--- src/design/tbrp_pkg.sv ---
// Shared types and constants for the tracking reply parser.
`default_nettype none

package tbrp_pkg;

  typedef enum logic [3:0] {
    PH_START0,
    PH_START1,
    PH_HEADER,
    PH_COUNT,
    PH_HID,
    PH_HSTAT,
    PH_POSE,
    PH_PORT,
    PH_SYS0,
    PH_SYS1,
    PH_DONE,
    PH_IGNORE
  } phase_e;

  // Commands from the front parser to the back end.
  typedef enum logic [2:0] {
    OP_POSE_BYTE,  // shift a pose byte into the word assembler
    OP_POSE_WORD,  // shift, then store the finished word at idx
    OP_POSE_EMIT,  // emit a pose record, data holds the handle id
    OP_FRAME,      // emit frame complete, data holds system status
    OP_BAD,        // emit bad start sequence
    OP_TRUNC       // emit truncated frame
  } op_e;

  typedef struct packed {
    op_e         op;
    logic [2:0]  idx;
    logic [15:0] data;
  } entry_t;

  typedef struct packed {
    logic   valid;
    entry_t entry;
  } push_t;

  localparam logic [15:0] START_SEQ    = 16'hA5C4;
  localparam logic [7:0]  STATUS_VALID = 8'h01;
  localparam logic [5:0]  HEADER_SKIP  = 6'd4;
  localparam logic [5:0]  PORT_SKIP    = 6'd8;
  localparam logic [5:0]  POSE_BYTES   = 6'd32;
  localparam logic [5:0]  POSE_STORED  = 6'd28;
  localparam int          NUM_WORDS    = 7;

  localparam logic [1:0] KIND_POSE  = 2'd0;
  localparam logic [1:0] KIND_FRAME = 2'd1;
  localparam logic [1:0] KIND_BAD   = 2'd2;
  localparam logic [1:0] KIND_TRUNC = 2'd3;

endpackage

`default_nettype wire

--- src/design/tbrp_front.sv ---
// Front parser: walks the reply byte by byte and issues back-end commands.
`default_nettype none

module tbrp_front (
  input  wire logic           clk_i,
  input  wire logic           rst_ni,
  input  wire logic           accept_i,
  input  wire logic [7:0]     reply_byte_i,
  input  wire logic           end_of_reply_i,
  output tbrp_pkg::push_t     push_o
);

  tbrp_pkg::phase_e phase_q, phase_d;
  logic [5:0] cnt_q, cnt_d;
  logic [6:0] hl_q, hl_d;
  logic [7:0] handle_q, handle_d;
  logic [7:0] low_q, low_d;

  logic [5:0] cnt_inc;
  logic [6:0] hl_dec;

  assign cnt_inc = cnt_q + 6'd1;
  assign hl_dec  = (hl_q != 7'd0) ? hl_q - 7'd1 : 7'd0;

  // Next state
  always_comb begin
    phase_d  = phase_q;
    cnt_d    = cnt_q;
    hl_d     = hl_q;
    handle_d = handle_q;
    low_d    = low_q;
    if (accept_i) begin
      case (phase_q)
        tbrp_pkg::PH_START0: begin
          low_d   = reply_byte_i;
          phase_d = tbrp_pkg::PH_START1;
        end
        tbrp_pkg::PH_START1: begin
          if ({reply_byte_i, low_q} == tbrp_pkg::START_SEQ) begin
            phase_d = tbrp_pkg::PH_HEADER;
            cnt_d   = 6'd0;
          end else begin
            phase_d = tbrp_pkg::PH_IGNORE;
          end
        end
        tbrp_pkg::PH_HEADER: begin
          cnt_d = cnt_inc;
          if (cnt_inc >= tbrp_pkg::HEADER_SKIP) begin
            cnt_d   = 6'd0;
            phase_d = tbrp_pkg::PH_COUNT;
          end
        end
        tbrp_pkg::PH_COUNT: begin
          // negative count means no handles
          hl_d    = reply_byte_i[7] ? 7'd0 : reply_byte_i[6:0];
          phase_d = (reply_byte_i[7] || reply_byte_i[6:0] == 7'd0) ?
                    tbrp_pkg::PH_SYS0 : tbrp_pkg::PH_HID;
        end
        tbrp_pkg::PH_HID: begin
          handle_d = reply_byte_i;
          phase_d  = tbrp_pkg::PH_HSTAT;
        end
        tbrp_pkg::PH_HSTAT: begin
          cnt_d   = 6'd0;
          phase_d = (reply_byte_i == tbrp_pkg::STATUS_VALID) ?
                    tbrp_pkg::PH_POSE : tbrp_pkg::PH_PORT;
        end
        tbrp_pkg::PH_POSE: begin
          cnt_d = cnt_inc;
          if (cnt_inc >= tbrp_pkg::POSE_BYTES) begin
            cnt_d   = 6'd0;
            phase_d = tbrp_pkg::PH_PORT;
          end
        end
        tbrp_pkg::PH_PORT: begin
          cnt_d = cnt_inc;
          if (cnt_inc >= tbrp_pkg::PORT_SKIP) begin
            cnt_d   = 6'd0;
            hl_d    = hl_dec;
            phase_d = (hl_dec == 7'd0) ? tbrp_pkg::PH_SYS0 : tbrp_pkg::PH_HID;
          end
        end
        tbrp_pkg::PH_SYS0: begin
          low_d   = reply_byte_i;
          phase_d = tbrp_pkg::PH_SYS1;
        end
        tbrp_pkg::PH_SYS1: begin
          phase_d = tbrp_pkg::PH_DONE;
        end
        tbrp_pkg::PH_IGNORE: begin
          phase_d = tbrp_pkg::PH_IGNORE;
        end
        default: begin
          phase_d = tbrp_pkg::PH_DONE;
        end
      endcase
      if (end_of_reply_i) begin
        phase_d  = tbrp_pkg::PH_START0;
        cnt_d    = 6'd0;
        hl_d     = 7'd0;
        handle_d = 8'd0;
        low_d    = 8'd0;
      end
    end
  end

  // Command outputs
  always_comb begin
    logic terminal;
    terminal     = 1'b0;
    push_o.valid = 1'b0;
    push_o.entry = '{op: tbrp_pkg::OP_POSE_BYTE, idx: cnt_q[4:2],
                     data: {8'd0, reply_byte_i}};
    if (accept_i) begin
      case (phase_q)
        tbrp_pkg::PH_START1: begin
          if ({reply_byte_i, low_q} != tbrp_pkg::START_SEQ) begin
            terminal           = 1'b1;
            push_o.valid       = 1'b1;
            push_o.entry.op    = tbrp_pkg::OP_BAD;
          end
        end
        tbrp_pkg::PH_POSE: begin
          if (cnt_inc >= tbrp_pkg::POSE_BYTES) begin
            push_o.valid      = 1'b1;
            push_o.entry.op   = tbrp_pkg::OP_POSE_EMIT;
            push_o.entry.data = {8'd0, handle_q};
          end else if (cnt_q < tbrp_pkg::POSE_STORED) begin
            // error word bytes are dropped
            push_o.valid    = 1'b1;
            push_o.entry.op = (cnt_q[1:0] == 2'd3) ? tbrp_pkg::OP_POSE_WORD
                                                   : tbrp_pkg::OP_POSE_BYTE;
          end
        end
        tbrp_pkg::PH_SYS1: begin
          terminal          = 1'b1;
          push_o.valid      = 1'b1;
          push_o.entry.op   = tbrp_pkg::OP_FRAME;
          push_o.entry.data = {reply_byte_i, low_q};
        end
        tbrp_pkg::PH_DONE, tbrp_pkg::PH_IGNORE: begin
          terminal = 1'b1;
        end
        default: begin
          terminal = 1'b0;
        end
      endcase
      if (end_of_reply_i && !terminal) begin
        push_o.valid    = 1'b1;
        push_o.entry.op = tbrp_pkg::OP_TRUNC;
      end
    end
  end

  always_ff @(posedge clk_i or negedge rst_ni) begin
    if (!rst_ni) begin
      phase_q  <= tbrp_pkg::PH_START0;
      cnt_q    <= 6'd0;
      hl_q     <= 7'd0;
      handle_q <= 8'd0;
      low_q    <= 8'd0;
    end else begin
      phase_q  <= phase_d;
      cnt_q    <= cnt_d;
      hl_q     <= hl_d;
      handle_q <= handle_d;
      low_q    <= low_d;
    end
  end

endmodule

`default_nettype wire

--- src/design/tbrp_queue.sv ---
// Two-entry command queue between front parser and back end.
`default_nettype none

module tbrp_queue (
  input  wire logic            clk_i,
  input  wire logic            rst_ni,
  input  wire tbrp_pkg::push_t push_i,
  input  wire logic            pop_i,
  output tbrp_pkg::entry_t     head_o,
  output logic                 not_empty_o,
  output logic                 full_o
);

  tbrp_pkg::entry_t mem_q [2];
  logic       wr_ptr_q, rd_ptr_q;
  logic [1:0] count_q;
  logic       do_pop;

  assign not_empty_o = (count_q != 2'd0);
  assign full_o      = (count_q == 2'd2);
  assign head_o      = mem_q[rd_ptr_q];
  assign do_pop      = pop_i && not_empty_o;

  always_ff @(posedge clk_i) begin
    if (push_i.valid) begin
      mem_q[wr_ptr_q] <= push_i.entry;
    end
  end

  always_ff @(posedge clk_i or negedge rst_ni) begin
    if (!rst_ni) begin
      wr_ptr_q <= 1'b0;
      rd_ptr_q <= 1'b0;
      count_q  <= 2'd0;
    end else begin
      if (push_i.valid) begin
        wr_ptr_q <= ~wr_ptr_q;
      end
      if (do_pop) begin
        rd_ptr_q <= ~rd_ptr_q;
      end
      case ({push_i.valid, do_pop})
        2'b10:   count_q <= count_q + 2'd1;
        2'b01:   count_q <= count_q - 2'd1;
        default: count_q <= count_q;
      endcase
    end
  end

endmodule

`default_nettype wire

--- src/design/tbrp_back.sv ---
// Back end: assembles pose words and drives the registered result port.
`default_nettype none

module tbrp_back (
  input  wire logic              clk_i,
  input  wire logic              rst_ni,
  input  wire tbrp_pkg::entry_t  head_i,
  input  wire logic              not_empty_i,
  output logic                   pop_o,
  output logic                   out_valid_o,
  input  wire logic              out_ready_i,
  output logic [1:0]             result_kind_o,
  output logic [7:0]             handle_id_o,
  output logic [31:0]            rot_w_o,
  output logic [31:0]            rot_x_o,
  output logic [31:0]            rot_y_o,
  output logic [31:0]            rot_z_o,
  output logic [31:0]            pos_x_o,
  output logic [31:0]            pos_y_o,
  output logic [31:0]            pos_z_o,
  output logic [15:0]            system_status_o
);

  logic [31:0] word_q;
  logic [31:0] words_q [tbrp_pkg::NUM_WORDS];
  logic        out_valid_q;
  logic        emits;
  logic        slot_free;
  logic [31:0] word_next;

  assign emits = (head_i.op == tbrp_pkg::OP_POSE_EMIT) || (head_i.op == tbrp_pkg::OP_FRAME) ||
                 (head_i.op == tbrp_pkg::OP_BAD) || (head_i.op == tbrp_pkg::OP_TRUNC);
  assign slot_free   = !out_valid_q || out_ready_i;
  assign pop_o       = not_empty_i && (!emits || slot_free);
  assign out_valid_o = out_valid_q;
  assign word_next   = {head_i.data[7:0], word_q[31:8]};

  always_ff @(posedge clk_i or negedge rst_ni) begin
    if (!rst_ni) begin
      out_valid_q <= 1'b0;
    end else if (pop_o && emits) begin
      out_valid_q <= 1'b1;
    end else if (out_ready_i) begin
      out_valid_q <= 1'b0;
    end
  end

  always_ff @(posedge clk_i) begin
    if (pop_o) begin
      case (head_i.op)
        tbrp_pkg::OP_POSE_BYTE: begin
          word_q <= word_next;
        end
        tbrp_pkg::OP_POSE_WORD: begin
          word_q              <= word_next;
          words_q[head_i.idx] <= word_next;
        end
        tbrp_pkg::OP_POSE_EMIT: begin
          result_kind_o   <= tbrp_pkg::KIND_POSE;
          handle_id_o     <= head_i.data[7:0];
          rot_w_o         <= words_q[0];
          rot_x_o         <= words_q[1];
          rot_y_o         <= words_q[2];
          rot_z_o         <= words_q[3];
          pos_x_o         <= words_q[4];
          pos_y_o         <= words_q[5];
          pos_z_o         <= words_q[6];
          system_status_o <= 16'd0;
        end
        tbrp_pkg::OP_FRAME: begin
          result_kind_o   <= tbrp_pkg::KIND_FRAME;
          handle_id_o     <= 8'd0;
          rot_w_o         <= 32'd0;
          rot_x_o         <= 32'd0;
          rot_y_o         <= 32'd0;
          rot_z_o         <= 32'd0;
          pos_x_o         <= 32'd0;
          pos_y_o         <= 32'd0;
          pos_z_o         <= 32'd0;
          system_status_o <= head_i.data;
        end
        default: begin
          // bad start or truncated frame: kind only
          result_kind_o   <= (head_i.op == tbrp_pkg::OP_BAD) ? tbrp_pkg::KIND_BAD
                                                            : tbrp_pkg::KIND_TRUNC;
          handle_id_o     <= 8'd0;
          rot_w_o         <= 32'd0;
          rot_x_o         <= 32'd0;
          rot_y_o         <= 32'd0;
          rot_z_o         <= 32'd0;
          pos_x_o         <= 32'd0;
          pos_y_o         <= 32'd0;
          pos_z_o         <= 32'd0;
          system_status_o <= 16'd0;
        end
      endcase
    end
  end

endmodule

`default_nettype wire

--- src/design/tracker_binary_reply_parser_core.sv ---
// Top level of the binary tracking reply parser.
//
// Takes one reply byte per request (little-endian multi-byte values, a flag
// on the final byte), checks the A5C4 start sequence, skips the header, and
// walks the handle list. Each handle with status 0x01 yields a pose record
// holding the raw float words of the quaternion and translation; the system
// status at the end yields a frame-complete result. A wrong start sequence
// yields a bad-start result and the rest of that reply is dropped; a final
// byte that arrives before the frame is complete yields a truncated-frame
// result. Rate: one byte per cycle while the queue has room; commands pass
// through the queue to the output register. The front parser and back end
// are split by a two-entry command queue, so the input keeps flowing while
// a finished result waits on out_ready_i; the input only stalls once that
// queue has filled behind a stalled result. No reset sweep is needed.
`default_nettype none

module tracker_binary_reply_parser_core (
  input  wire logic        clk_i,
  input  wire logic        rst_ni,
  // byte input
  input  wire logic        in_valid_i,
  output logic             in_ready_o,
  input  wire logic [7:0]  reply_byte_i,
  input  wire logic        end_of_reply_i,
  // result output
  output logic             out_valid_o,
  input  wire logic        out_ready_i,
  output logic [1:0]       result_kind_o,
  output logic [7:0]       handle_id_o,
  output logic [31:0]      rot_w_o,
  output logic [31:0]      rot_x_o,
  output logic [31:0]      rot_y_o,
  output logic [31:0]      rot_z_o,
  output logic [31:0]      pos_x_o,
  output logic [31:0]      pos_y_o,
  output logic [31:0]      pos_z_o,
  output logic [15:0]      system_status_o
);

  tbrp_pkg::push_t  push;
  tbrp_pkg::entry_t head;
  logic             not_empty;
  logic             full;
  logic             pop;
  logic             accept;

  // A byte is taken whenever the queue has room for its command.
  assign in_ready_o = !full;
  assign accept     = in_valid_i && !full;

  tbrp_front u_front (
    .clk_i          (clk_i),
    .rst_ni         (rst_ni),
    .accept_i       (accept),
    .reply_byte_i   (reply_byte_i),
    .end_of_reply_i (end_of_reply_i),
    .push_o         (push)
  );

  tbrp_queue u_queue (
    .clk_i       (clk_i),
    .rst_ni      (rst_ni),
    .push_i      (push),
    .pop_i       (pop),
    .head_o      (head),
    .not_empty_o (not_empty),
    .full_o      (full)
  );

  // Back end holds the word assembler, the seven stored pose words and the
  // output register.
  tbrp_back u_back (
    .clk_i           (clk_i),
    .rst_ni          (rst_ni),
    .head_i          (head),
    .not_empty_i     (not_empty),
    .pop_o           (pop),
    .out_valid_o     (out_valid_o),
    .out_ready_i     (out_ready_i),
    .result_kind_o   (result_kind_o),
    .handle_id_o     (handle_id_o),
    .rot_w_o         (rot_w_o),
    .rot_x_o         (rot_x_o),
    .rot_y_o         (rot_y_o),
    .rot_z_o         (rot_z_o),
    .pos_x_o         (pos_x_o),
    .pos_y_o         (pos_y_o),
    .pos_z_o         (pos_z_o),
    .system_status_o (system_status_o)
  );

endmodule

`default_nettype wire

--- config.mk ---
export PLATFORM = sky130hd
export DESIGN_NAME = tracker_binary_reply_parser_core
export DESIGN_NICKNAME = d
export VERILOG_FILES = /design/src/design/tbrp_pkg.sv /design/src/design/tbrp_front.sv /design/src/design/tbrp_queue.sv /design/src/design/tbrp_back.sv /design/src/design/tracker_binary_reply_parser_core.sv
export SDC_FILE = /design/constraint.sdc
export NUM_CORES = 1
export LEC_CHECK = 0
export BUFFER_PORTS_ARGS = -buffer_cell sky130_fd_sc_hd__clkbuf_2
export CAP_MARGIN = 20
export CORE_MARGIN = 1
export CORE_UTILIZATION = 51
export DETAILED_ROUTE_END_ITERATION = 16
export PLACE_DENSITY = 0.72
export SLEW_MARGIN = 40
export SYNTH_ARGS = -nofsm -noshare
export SYNTH_HDL_FRONTEND = slang
export SYNTH_SLANG_ARGS = --single-unit
--- constraint.sdc ---
create_clock -name clk_i -period 19.25 [get_ports clk_i]
set_clock_uncertainty 0.1 [all_clocks]
set_input_delay 0.9625 -clock clk_i [delete_from_list [all_inputs] [get_ports clk_i]]
set_output_delay 0.9625 -clock clk_i [all_outputs]
set_load 0.01 [all_outputs]
# Word level (Yosys, flattened, before mapping)
# Memories as Yosys holds them, arrays and structs flattened.
# Cells that the tools add are included.
# word_totals
memories,2
wordCells,153
in_bits,13
reg_bits,320
mem_bits_rw,268
# mem_list
memory,words,word_bits,read_ports,rd_clocked_by_memory_dff,wr,line,source
u_back.words_q,7,32,7,0,1,tbrp_back.sv:25,logic [31:0] words_q [tbrp_pkg::NUM_WORDS];
u_queue.mem_q,2,22,1,0,1,tbrp_queue.sv:14,tbrp_pkg::entry_t mem_q [2];
# classes
n_addsub,4
n_lt_le_gt_ge,4
n_eq_ne,27
n_reduce_logical,37
mux,56
bitwise_logic,3
# op_table
op,count
one-hot mux 32 bit (2 select lines),7
one-hot mux 16 bit (2 select lines),2
2-to-1 mux 4 bit,12
2-to-1 mux 8 bit,5
one-hot mux 4 bit (10 select lines),1
2-to-1 mux 6 bit,5
one-hot mux 6 bit (5 select lines),1
2-to-1 mux 7 bit,4
"== test 16 bit, second input constant",1
"== test 4 x 3 -> 1 bit, second input constant",4
"== test 4 bit, second input constant",4
2-to-1 mux 16 bit,1
"inequality test 16 bit, second input constant",1
one-hot mux 8 bit (2 select lines),1
logical NOT 7 bit,2
one-hot mux 7 bit (2 select lines),1
2-to-1 mux 1 bit,12
"inequality test 3 x 2 -> 1 bit, second input constant",4
one-hot mux 4 bit (3 select lines),1
nonzero test 2 bit,5
"== test 4 x 2 -> 1 bit, second input constant",2
"== test 8 x 1 -> 1 bit, second input constant",1
AND reduction 2 bit,4
nonzero test 7 bit,1
29 further kinds,49

# Logic depth before layout (Yosys ltp)
# Gate-level depths: netlist of the first run.
# An unclocked memory read counts as a cell.
# logic_depth
depth_word,11
depth_mapped,10

# By module
# Synthesis of the first run repeated with hierarchy kept, for this count alone.
# unflattened
hier_cells,1175
hier_area_um2,21097.7
# by_module_without_submodules
mod,instances,area_per_inst_um2,cells_per_inst
tbrp_back,1,16897.5,801
tbrp_front,1,2406.1,287
tbrp_queue,1,1784.2,85
tracker_binary_reply_parser_core,1,10.0,2

# Least setup slack after synthesis of the first run
# No wires, ideal clock.
# synth_timing
kind,register to register
startpoint,register u_queue.rd_ptr_q
endpoint,register u_back.handle_id_o[0] (enable)
t_required_ns,18.285
path_stages_with_launch,7
slack_ns,6.528
arrival_time_ns,11.757
cell_sequence,dfrtp_1 -> clkbuf_1 -> clkbuf_1 -> o21ai_0 -> a31oi_1 -> inv_1 -> nor2_1
# synth_via
elab_chain_cells,9
word_cells_on_any_way,16
# synth_lines
element,line,source
from (decl),tbrp_queue.sv:15,"logic wr_ptr_q, rd_ptr_q;"
from (signal assigned),tbrp_queue.sv:40,rd_ptr_q <= ~rd_ptr_q;
memory (2 x 22 bit) *,n/a,
== test 3 x 2 -> 1 bit,tbrp_back.sv:31,assign emits = (head_i.op == tbrp_pkg::OP_POSE_EMIT) || (head_i.op == tbrp_pkg::OP_FRAME) ||
logical OR 1 bit (2 in a row),tbrp_back.sv:31,
logical OR 1 bit,tbrp_back.sv:32,(head_i.op == tbrp_pkg::OP_BAD) || (head_i.op == tbrp_pkg::OP_TRUNC);
logical NOT 1 bit,tbrp_back.sv:34,assign pop_o = not_empty_i && (!emits || slot_free);
logical OR 1 bit,tbrp_back.sv:34,
logical AND 1 bit,tbrp_back.sv:34,
AND reduction 2 bit (no source line) *,n/a,
to (signal assigned),tbrp_back.sv:60,handle_id_o <= head_i.data[7:0];
to (decl),tbrp_back.sv:13,"output logic [7:0] handle_id_o,"
# Mark *: on every way between the ends. The rest lies on a longest branch, timed or not.
# A chain may end at the register's enable or synchronous reset.

# Worst setup path in the final report of the first run
# layout_timing
startpoint,register u_queue.rd_ptr_q
endpoint,register u_back.rot_y_o[14] (enable)
# layout_via
elab_chain_cells,9
word_cells_on_any_way,16
# layout_lines
element,line,source
memory (2 x 22 bit) *,n/a,
== test 3 x 2 -> 1 bit,tbrp_back.sv:31,
logical OR 1 bit (2 in a row),tbrp_back.sv:31,
logical OR 1 bit,tbrp_back.sv:32,
logical NOT 1 bit,tbrp_back.sv:34,
logical OR 1 bit,tbrp_back.sv:34,
logical AND 1 bit,tbrp_back.sv:34,
AND reduction 2 bit (no source line) *,n/a,
to (signal assigned),tbrp_back.sv:63,rot_y_o <= words_q[2];
to (decl),tbrp_back.sv:16,"output logic [31:0] rot_y_o,"
# Marked as above.

==> metrics.csv, run 1 <==
stage,metric,value,unit
layout,Area Overhead vs Synth,18.5,%
place,DP Cell Count,1941,
drt,routed len/inst,21.1,um
clock_network,CTS max path bufs,3,
setup_path,"Req. time, crit path",19370,ps
die,Starting Density,52.2,%
layout,Reg area,17200,um2
synth,syn nets,1216,
outcome,status,"finished, final reports clean",
synth,Post-synth ARST share,6.55,%
setup_path,crit-path leading delay family,buffers and inverters,
grt,met1 usage,27.8,%
setup_path,Worst Path Arrival,4150,ps
die,DIE WIDTH,204,um
clock_network,clk root buf,clkbuf_16,
drt,via count,11257,
synth,"EDFF count, synth",542,
clock_network,setup bufs post-CTS,0,
clock_network,clk_lat worst skew,590,ps
grt,initial antenna violation count,0,
synth,top_reg_cell synth,edfxtp_1,
sta,Final TNS setup,0,ps
drt,DR vias/cell,5.51,
clock_network,CTS resizes,0,
grt,grt met2 use,34.6,%
grt,GRT Total Usage,20.7,%
die,core footprint,40000,um2
sta,period utilization,20.9,%
die,Top Ports,265,
power_and_ir_drop,power density over the cells,165,nW/um2
grt,met3 Usage GRT,3.20,%
die,DIE AREA,41700,um2
synth,Syn Area/Cell,17.4,um2
grt,gr busiest metal,met2,
clock_network,clock transition at the registers of the reported paths,60,ps
job,Max-Cap Viols,0,
clock_network,cts hold-fix bufs,0,
setup_path,CP max stage delay,720,ps
drt,Final ANT Viol Nets,0,
setup_path,type of element launching the critical path,register,
sta,fin crit period,4030,ps
sta,Slew headroom,45.9,%
setup_path,crit-path cells,buf_4 > o21ai_0 > o21ai_0 > a31oi_1 > inv_1 > nor2_4 > buf_6 > buf_4,
sta,final setup fails,0,
setup_path,Worst path slowest cell,buf_4,
layout,fill count,2791,
layout,Antenna Cells,0,
hold_path,worst hold path class,in2async,
drt,1st-iter DRT viols,1039,
layout,post-route insts no fill,2042,
grt,grt total ovfl,0,
layout,multi-input logic area,3390,um2
setup_path,R2R Setup Slk,15220,ps
layout,fraction of layout instances using a drive strength above 1,25.7,%
synth,synth warn,0,
setup_path,CP Capture Type,register,
sta,final hold vios,0,
synth,synth unique cells,61,
clock_network,H-Tree Depth,2,
setup_path,Setup CP Type,reg2reg,
drt,Total Wirelength,43100,um
die,Die Ht,204,um
place,Port Buffers,264,
setup_path,worst-path maximum fanout,80,
sta,Slew @ Worst Pin,810,ps
drt,DRC viols,0,
sta,unrepaired setup endpoints after global routing,no,
grt,vias in the first global route,10746,
synth,Synth Instances,1200,
power_and_ir_drop,leakage,0.00994,uW
clock_network,CTS buffer count,55,
die,row count,73,
place,HPWL Detailed,27600,um
clock_network,TritonCTS clock tree,done,
synth,sequential share of the synthesized area,82.5,%
grt,largest net degree at the start of global routing,156,
layout,Nets,1489,
grt,first-pass GRT wire length,63600,um
drt,iteration count of the initial detailed-routing pass,5,
sta,Final Max Tran Viols,0,
synth,"FF+latch count, synth",580,
power_and_ir_drop,worst vdd ir,0.0000827,V
sta,maximum clock frequency,248,MHz
clock_network,Num Clock Sinks,580,
synth,synthesized area,20900,um2
setup_path,Crit path buffers/inverters,4,
place,gpl congestion,0.845,
-- area by class of cell --
| class | instances | area share [%] |
|---|---|---|
| Clock inverter | 39 | 1.11 |
| Clock buffer | 62 | 5.84 |
| Multi-Input combinational cell | 528 | 13.7 |
| Sequential cell | 580 | 69.7 |
| Timing Repair Buffer | 285 | 6.65 |
| Inverter | 23 | 0.349 |
| Tap cell | 525 | 2.66 |
-- through the flow --
stage	hold WS [ps]	util (%)	power (uW)	setup slack [ps]	cell area [um2]
2_1_floorplan	351	-	2710	6530	20900
3_3_place_gp	363	56.9	3060	14980	22700
3_5_place_dp	372	57.5	3090	15150	23000
4_1_cts	279	61.8	4110	15210	24700
5_1_grt	311	61.8	4260	14940	24700
6_report	287	61.8	4080	15220	24700
-- cells in the final DEF, fill, tap and decap left out, types with 11 or more instances in the layout --
cell type	instances
a21oi_1	13
a22oi_1	11
and3_1	233
clkbuf_16	57
clkbuf_2	263
clkinv_1	19
clkinv_2	12
dfrtp_1	38
edfxtp_1	542
inv_1	23
mux2i_1	17
nand2_1	42
nand2b_1	16
nor2_1	42
nor3_1	12
o21ai_0	30
-- synthesized netlist by cell type, drive strengths merged (2+ instances only) --
library cell  number  share of area, %
edfxtp           542                78
a211oi             4              0.14
o41ai              2              0.17
xor2               4              0.17
a21o               2             0.078
inv               23              0.41
nor3b              5              0.18
o21a               2             0.072
ha                 3              0.18
o21bai             3              0.11
a32oi              3              0.13
a311oi             2             0.084
mux2               3              0.16
a31oi              2             0.060
nand2             42              0.76
o2bb2ai            8              0.34
o31ai              7              0.28
or4                4              0.16
buf                4              0.12
and3             233               7.0
mux2i             18              0.86
nor2b              5              0.15
dfrtp             38               4.6
nor2              51              0.93
a21oi             13              0.31
nor3              13              0.34
nand3              8              0.19
o21ai             34              0.82
a22oi             12              0.46
clkbuf            65               1.2
nor4               5              0.25
o32a               2             0.096
nand2b            16              0.48
xnor2              5              0.21
and2               5              0.16
-- flip-flops by register name, summed over array words and instances, names as in the netlist, 2 cells and up --
register / cells
u_back.pos_x_o: 32
u_back.pos_y_o: 32
u_front.handle_q: 8
u_front.hl_q: 7
u_back.result_kind_o: 2
u_front.phase_q: 4
u_queue.count_q: 2
u_front.cnt_q: 6
u_back.pos_z_o: 32
u_back.rot_w_o: 32
u_back.rot_x_o: 32
u_back.rot_z_o: 32
u_back.word_q: 24
u_back.system_status_o: 16
u_back.rot_y_o: 32
u_front.low_q: 8
u_queue.mem_q: 44
u_back.handle_id_o: 8
u_back.words_q: 224
-- final timing paths --
check | startpoint | endpoint | depth (start not counted)
max | u_queue.rd_ptr_q | u_back.rot_y_o[14] | 8
min reg2reg | u_front.handle_q[2] | u_front.handle_q[2] | 2
min | rst_ni | u_front.handle_q[4] | 1
min in group clk_i | u_front.handle_q[2] | u_front.handle_q[2] | 2
max reg2reg | u_queue.rd_ptr_q | u_back.rot_y_o[14] | 8
max in group asynchronous | rst_ni | u_queue.count_q[1] | 1
-- layer usage --
| metal | part of all wire (%) | up-vias |
|---|---|---|
| met5 | 0 | - |
| li1 | - | 5157 |
| met1 | 42 | 5565 |
| met4 | 2.3 | 0 |
| met3 | 6.5 | 64 |
| met2 | 50 | 471 |
-- cell families after synthesis --
logic type	Yosys count	share of synthesized area, %
fa+ha+maj	3	0.180
flops	580	82.5
simple gates	392	10.7
buf+inv	92	1.71
xor+xnor	9	0.378
compound gates	103	3.43
mux	21	1.03
-- where the power goes --
group / switching (uW) / internal [uW] / leakage [uW] / total, uW
registers: 204 / 1900 / 0.00572 / 2110
logic: 657 / 295 / 0.00337 / 951
clock network: 443 / 578 / 0.000846 / 1020
total: 1300 / 2770 / 0.00994 / 4080
Note: power is estimated with default switching activity, not from simulation.
==> run 2, diff against run 1 <==
Settings changed: ABC_AREA from default to 1, PLACE_DENSITY 0.72 to 0.74.
Clock period 19.25 ns to 3.6 ns, I/O delays scaled along.
==> run 2 against run 1 <==
Net effect:
- critical path depth grew 1
- synthesized area increased by 1.1%
- count of clock-buffer cells in the layout is 2 lower
- synthesized cell count rose by 25%
- non-clock buffer count grew 19
- global-route usage increased by 0.18 points
- cell count grew 17%
- largest power group unchanged
==> metrics.csv, run 2 <==
stage,metric,value,unit
outcome,status,"finished, final reports clean",
layout,Largest register FFs,224,
sta,Final WS setup,770,ps
die,DIE WIDTH,205,um
clock_network,CTS buffer count,54,
grt,first-pass GRT wire length,64800,um
synth,synthesized area,21100,um2
sta,period utilization,78.6,%
layout,"commonest cells after routing, fill and taps aside","edfxtp_1, inv_1, nor2_1",
layout,multi-input logic area,2710,um2
sta,unrepaired setup endpoints after global routing,no,
clock_network,clk_lat worst skew,600,ps
place,Area after DPL,23300,um2
grt,largest net degree at the start of global routing,65,
setup_path,Crit path buffers/inverters,4,
power_and_ir_drop,worst vdd ir,0.000485,V
sta,final hold vios,0,
drt,1st-iter DRT viols,1070,
sta,maximum clock frequency,353,MHz
drt,via count,11927,
synth,synth warn,0,
die,Starting Density,51.7,%
place,DP Cell Count,2285,
drt,Total Wirelength,43600,um
synth,syn nets,1516,
setup_path,CP max stage delay,560,ps
power_and_ir_drop,leakage,0.0106,uW
layout,post-route insts no fill,2399,
clock_network,setup bufs post-CTS,0,
drt,DRC viols,0,
layout,Area Overhead vs Synth,19.6,%
layout,"commonest non-fill, non-tap cell in the layout",edfxtp_1,
clock_network,TritonCTS clock tree,done,
die,row count,74,
layout,Antenna Cells,0,
clock_network,CTS resizes,0,
layout,Reg area,17200,um2
sta,final setup fails,0,
setup_path,crit-path leading delay family,buffers and inverters,
synth,"area leader, netlist",edfxtp_1,
clock_network,H-Tree Depth,2,
place,gpl congestion,0.891,
place,Port Buffers,264,
synth,Yosys top cell area share,77.1,%
synth,top_reg_cell synth,edfxtp_1,
setup_path,Worst path slowest cell,a21oi_4,
setup_path,type of element launching the critical path,register,
drt,iteration count of the initial detailed-routing pass,5,
grt,GRT Total Usage,20.8,%
clock_network,clock transition at the registers of the reported paths,60,ps
synth,Post-synth ARST share,6.55,%
hold_path,worst hold path class,in2async,
clock_network,clk root buf,clkbuf_16,
die,Die Ht,205,um
setup_path,worst-path maximum fanout,22,
sta,Slew @ Worst Pin,737,ps
grt,initial antenna violation count,0,
die,core footprint,40800,um2
grt,vias in the first global route,11447,
clock_network,Num Clock Sinks,580,
setup_path,"Req. time, crit path",3760,ps
synth,synth unique cells,34,
drt,routed len/inst,18.2,um
setup_path,Worst Path Arrival,2990,ps
synth,Synth Instances,1500,
die,DIE AREA,42200,um2
layout,fin area,25200,um2
job,Max-Cap Viols,0,
synth,Commonest cells post-synth,"edfxtp_1, nor2_1, inv_1",
place,Place WS,750,ps
place,HPWL Detailed,28000,um
setup_path,crit-path cells,inv_2 > nand2_1 > nand2_1 > inv_2 > xor2_1 > inv_1 > o21bai_2 > a21oi_4 > buf_4,
synth,most frequent cell after synthesis,edfxtp_1,
power_and_ir_drop,power density over the cells,902,nW/um2
layout,Largest regs,"u_back.words_q x224, u_queue.mem_q x44",
layout,fill count,2926,
layout,fraction of layout instances using a drive strength above 1,21.8,%
drt,Final ANT Viol Nets,0,
setup_path,Setup CP Type,reg2reg,
sta,Slew headroom,50.8,%
drt,DR vias/cell,4.97,
layout,Nets,1837,
synth,"EDFF count, synth",542,
die,Top Ports,265,
sta,Final Max Tran Viols,0,
setup_path,Worst R2R Start,u_queue.rd_ptr_q,
sta,fin crit period,2830,ps
grt,grt total ovfl,0,
synth,"FF+latch count, synth",580,
synth,sequential share of the synthesized area,81.7,%
layout,"Most flops, register",u_back.words_q,
synth,Syn Area/Cell,14.1,um2
setup_path,launch point of the worst path,u_queue.rd_ptr_q,
setup_path,CP Capture Type,register,
synth,"top cells by area, synth","edfxtp_1, nor2_1, inv_1, dfrtp_1, nand2_1",
clock_network,CTS max path bufs,3,
[run 2: cell count changes after synthesis, sizes merged, moves of 7 or more]
cell,delta
inv,+259
nor2,+234
and3,-233
nand2,+94
clkbuf,-51
nand3,+31
o21ai,+25
buf,+21
mux2i,-16
nand2b,-16
or2,+13
o2bb2ai,-8
a21oi,+7
[run 2: per-layer routing]
layer	global-route usage (%)	vias up	share of wire, %	routed length, um
li1	-	5615	-	-
met1	27.9	5770	41	17800
met2	34.3	476	49	21200
met5	0	-	0	0
met4	7.62	0	2.7	1160
met3	3.88	66	7.6	3320
[run 2: report_power, final]
part	internal, uW	switching (uW)
sequential	10400	1100
combinational	1690	3820
clock	3310	2430
[run 2: logic make-up (layout without fill, tap and decap cells)]
| kind of cell | Yosys count | count (layout) | synth area share (%) |
|---|---|---|---|
| flip-flops | 580 | 580 | 81.7 |
| AND/OR/NAND/NOR | 491 | 491 | 9.36 |
| buffers and inverters | 324 | 691 | 5.95 |
| AO/OA/AOI/OAI | 94 | 94 | 2.51 |
| XOR/XNOR | 6 | 6 | 0.249 |
| adder cells (fa/ha/maj) | 3 | 3 | 0.178 |
| multiplexers | 2 | 2 | 0.0949 |
[run 2: stage by stage]
step                utilization [%]  hold WS (ps)  total power [uW]  setup TNS (ps)
floorplan                         -          -216             13800         -523920
global placement               57.1           267             17000               0
detailed placement             57.1           125             17200               0
CTS                            61.8          22.1             23000               0
global route                   61.8          78.7             23800               0
finish                         61.8          52.4             22800               0
[run 2: area by class of cell]
class                      count  area share, %
multi-input combinational    596           10.7
clock buffer                  60           5.53
timing repair buffer         304           7.00
tap                          532           2.64
clock inverter                42           1.60
sequential                   580           68.3
inverter                     285           4.24
[run 2: final timing paths]
kind | end | depth (start not counted) | slack (ps)
setup reg to reg | u_back.system_status_o[12] | 9 | 770
hold / removal | u_front.handle_q[2] | 2 | 50
min in group clk_i | u_queue.mem_q[1][21] | 4 | 100
max in group asynchronous | u_queue.rd_ptr_q | 2 | 2940
hold reg to reg | u_front.handle_q[3] | 2 | 390
setup / recovery | u_back.system_status_o[12] | 9 | 770
[run 2: timing repair]
action	4_1_cts	5_1_grt
hold buffers	12	0
setup endpoints to repair	0	0
endpoints found under the hold margin	84	0
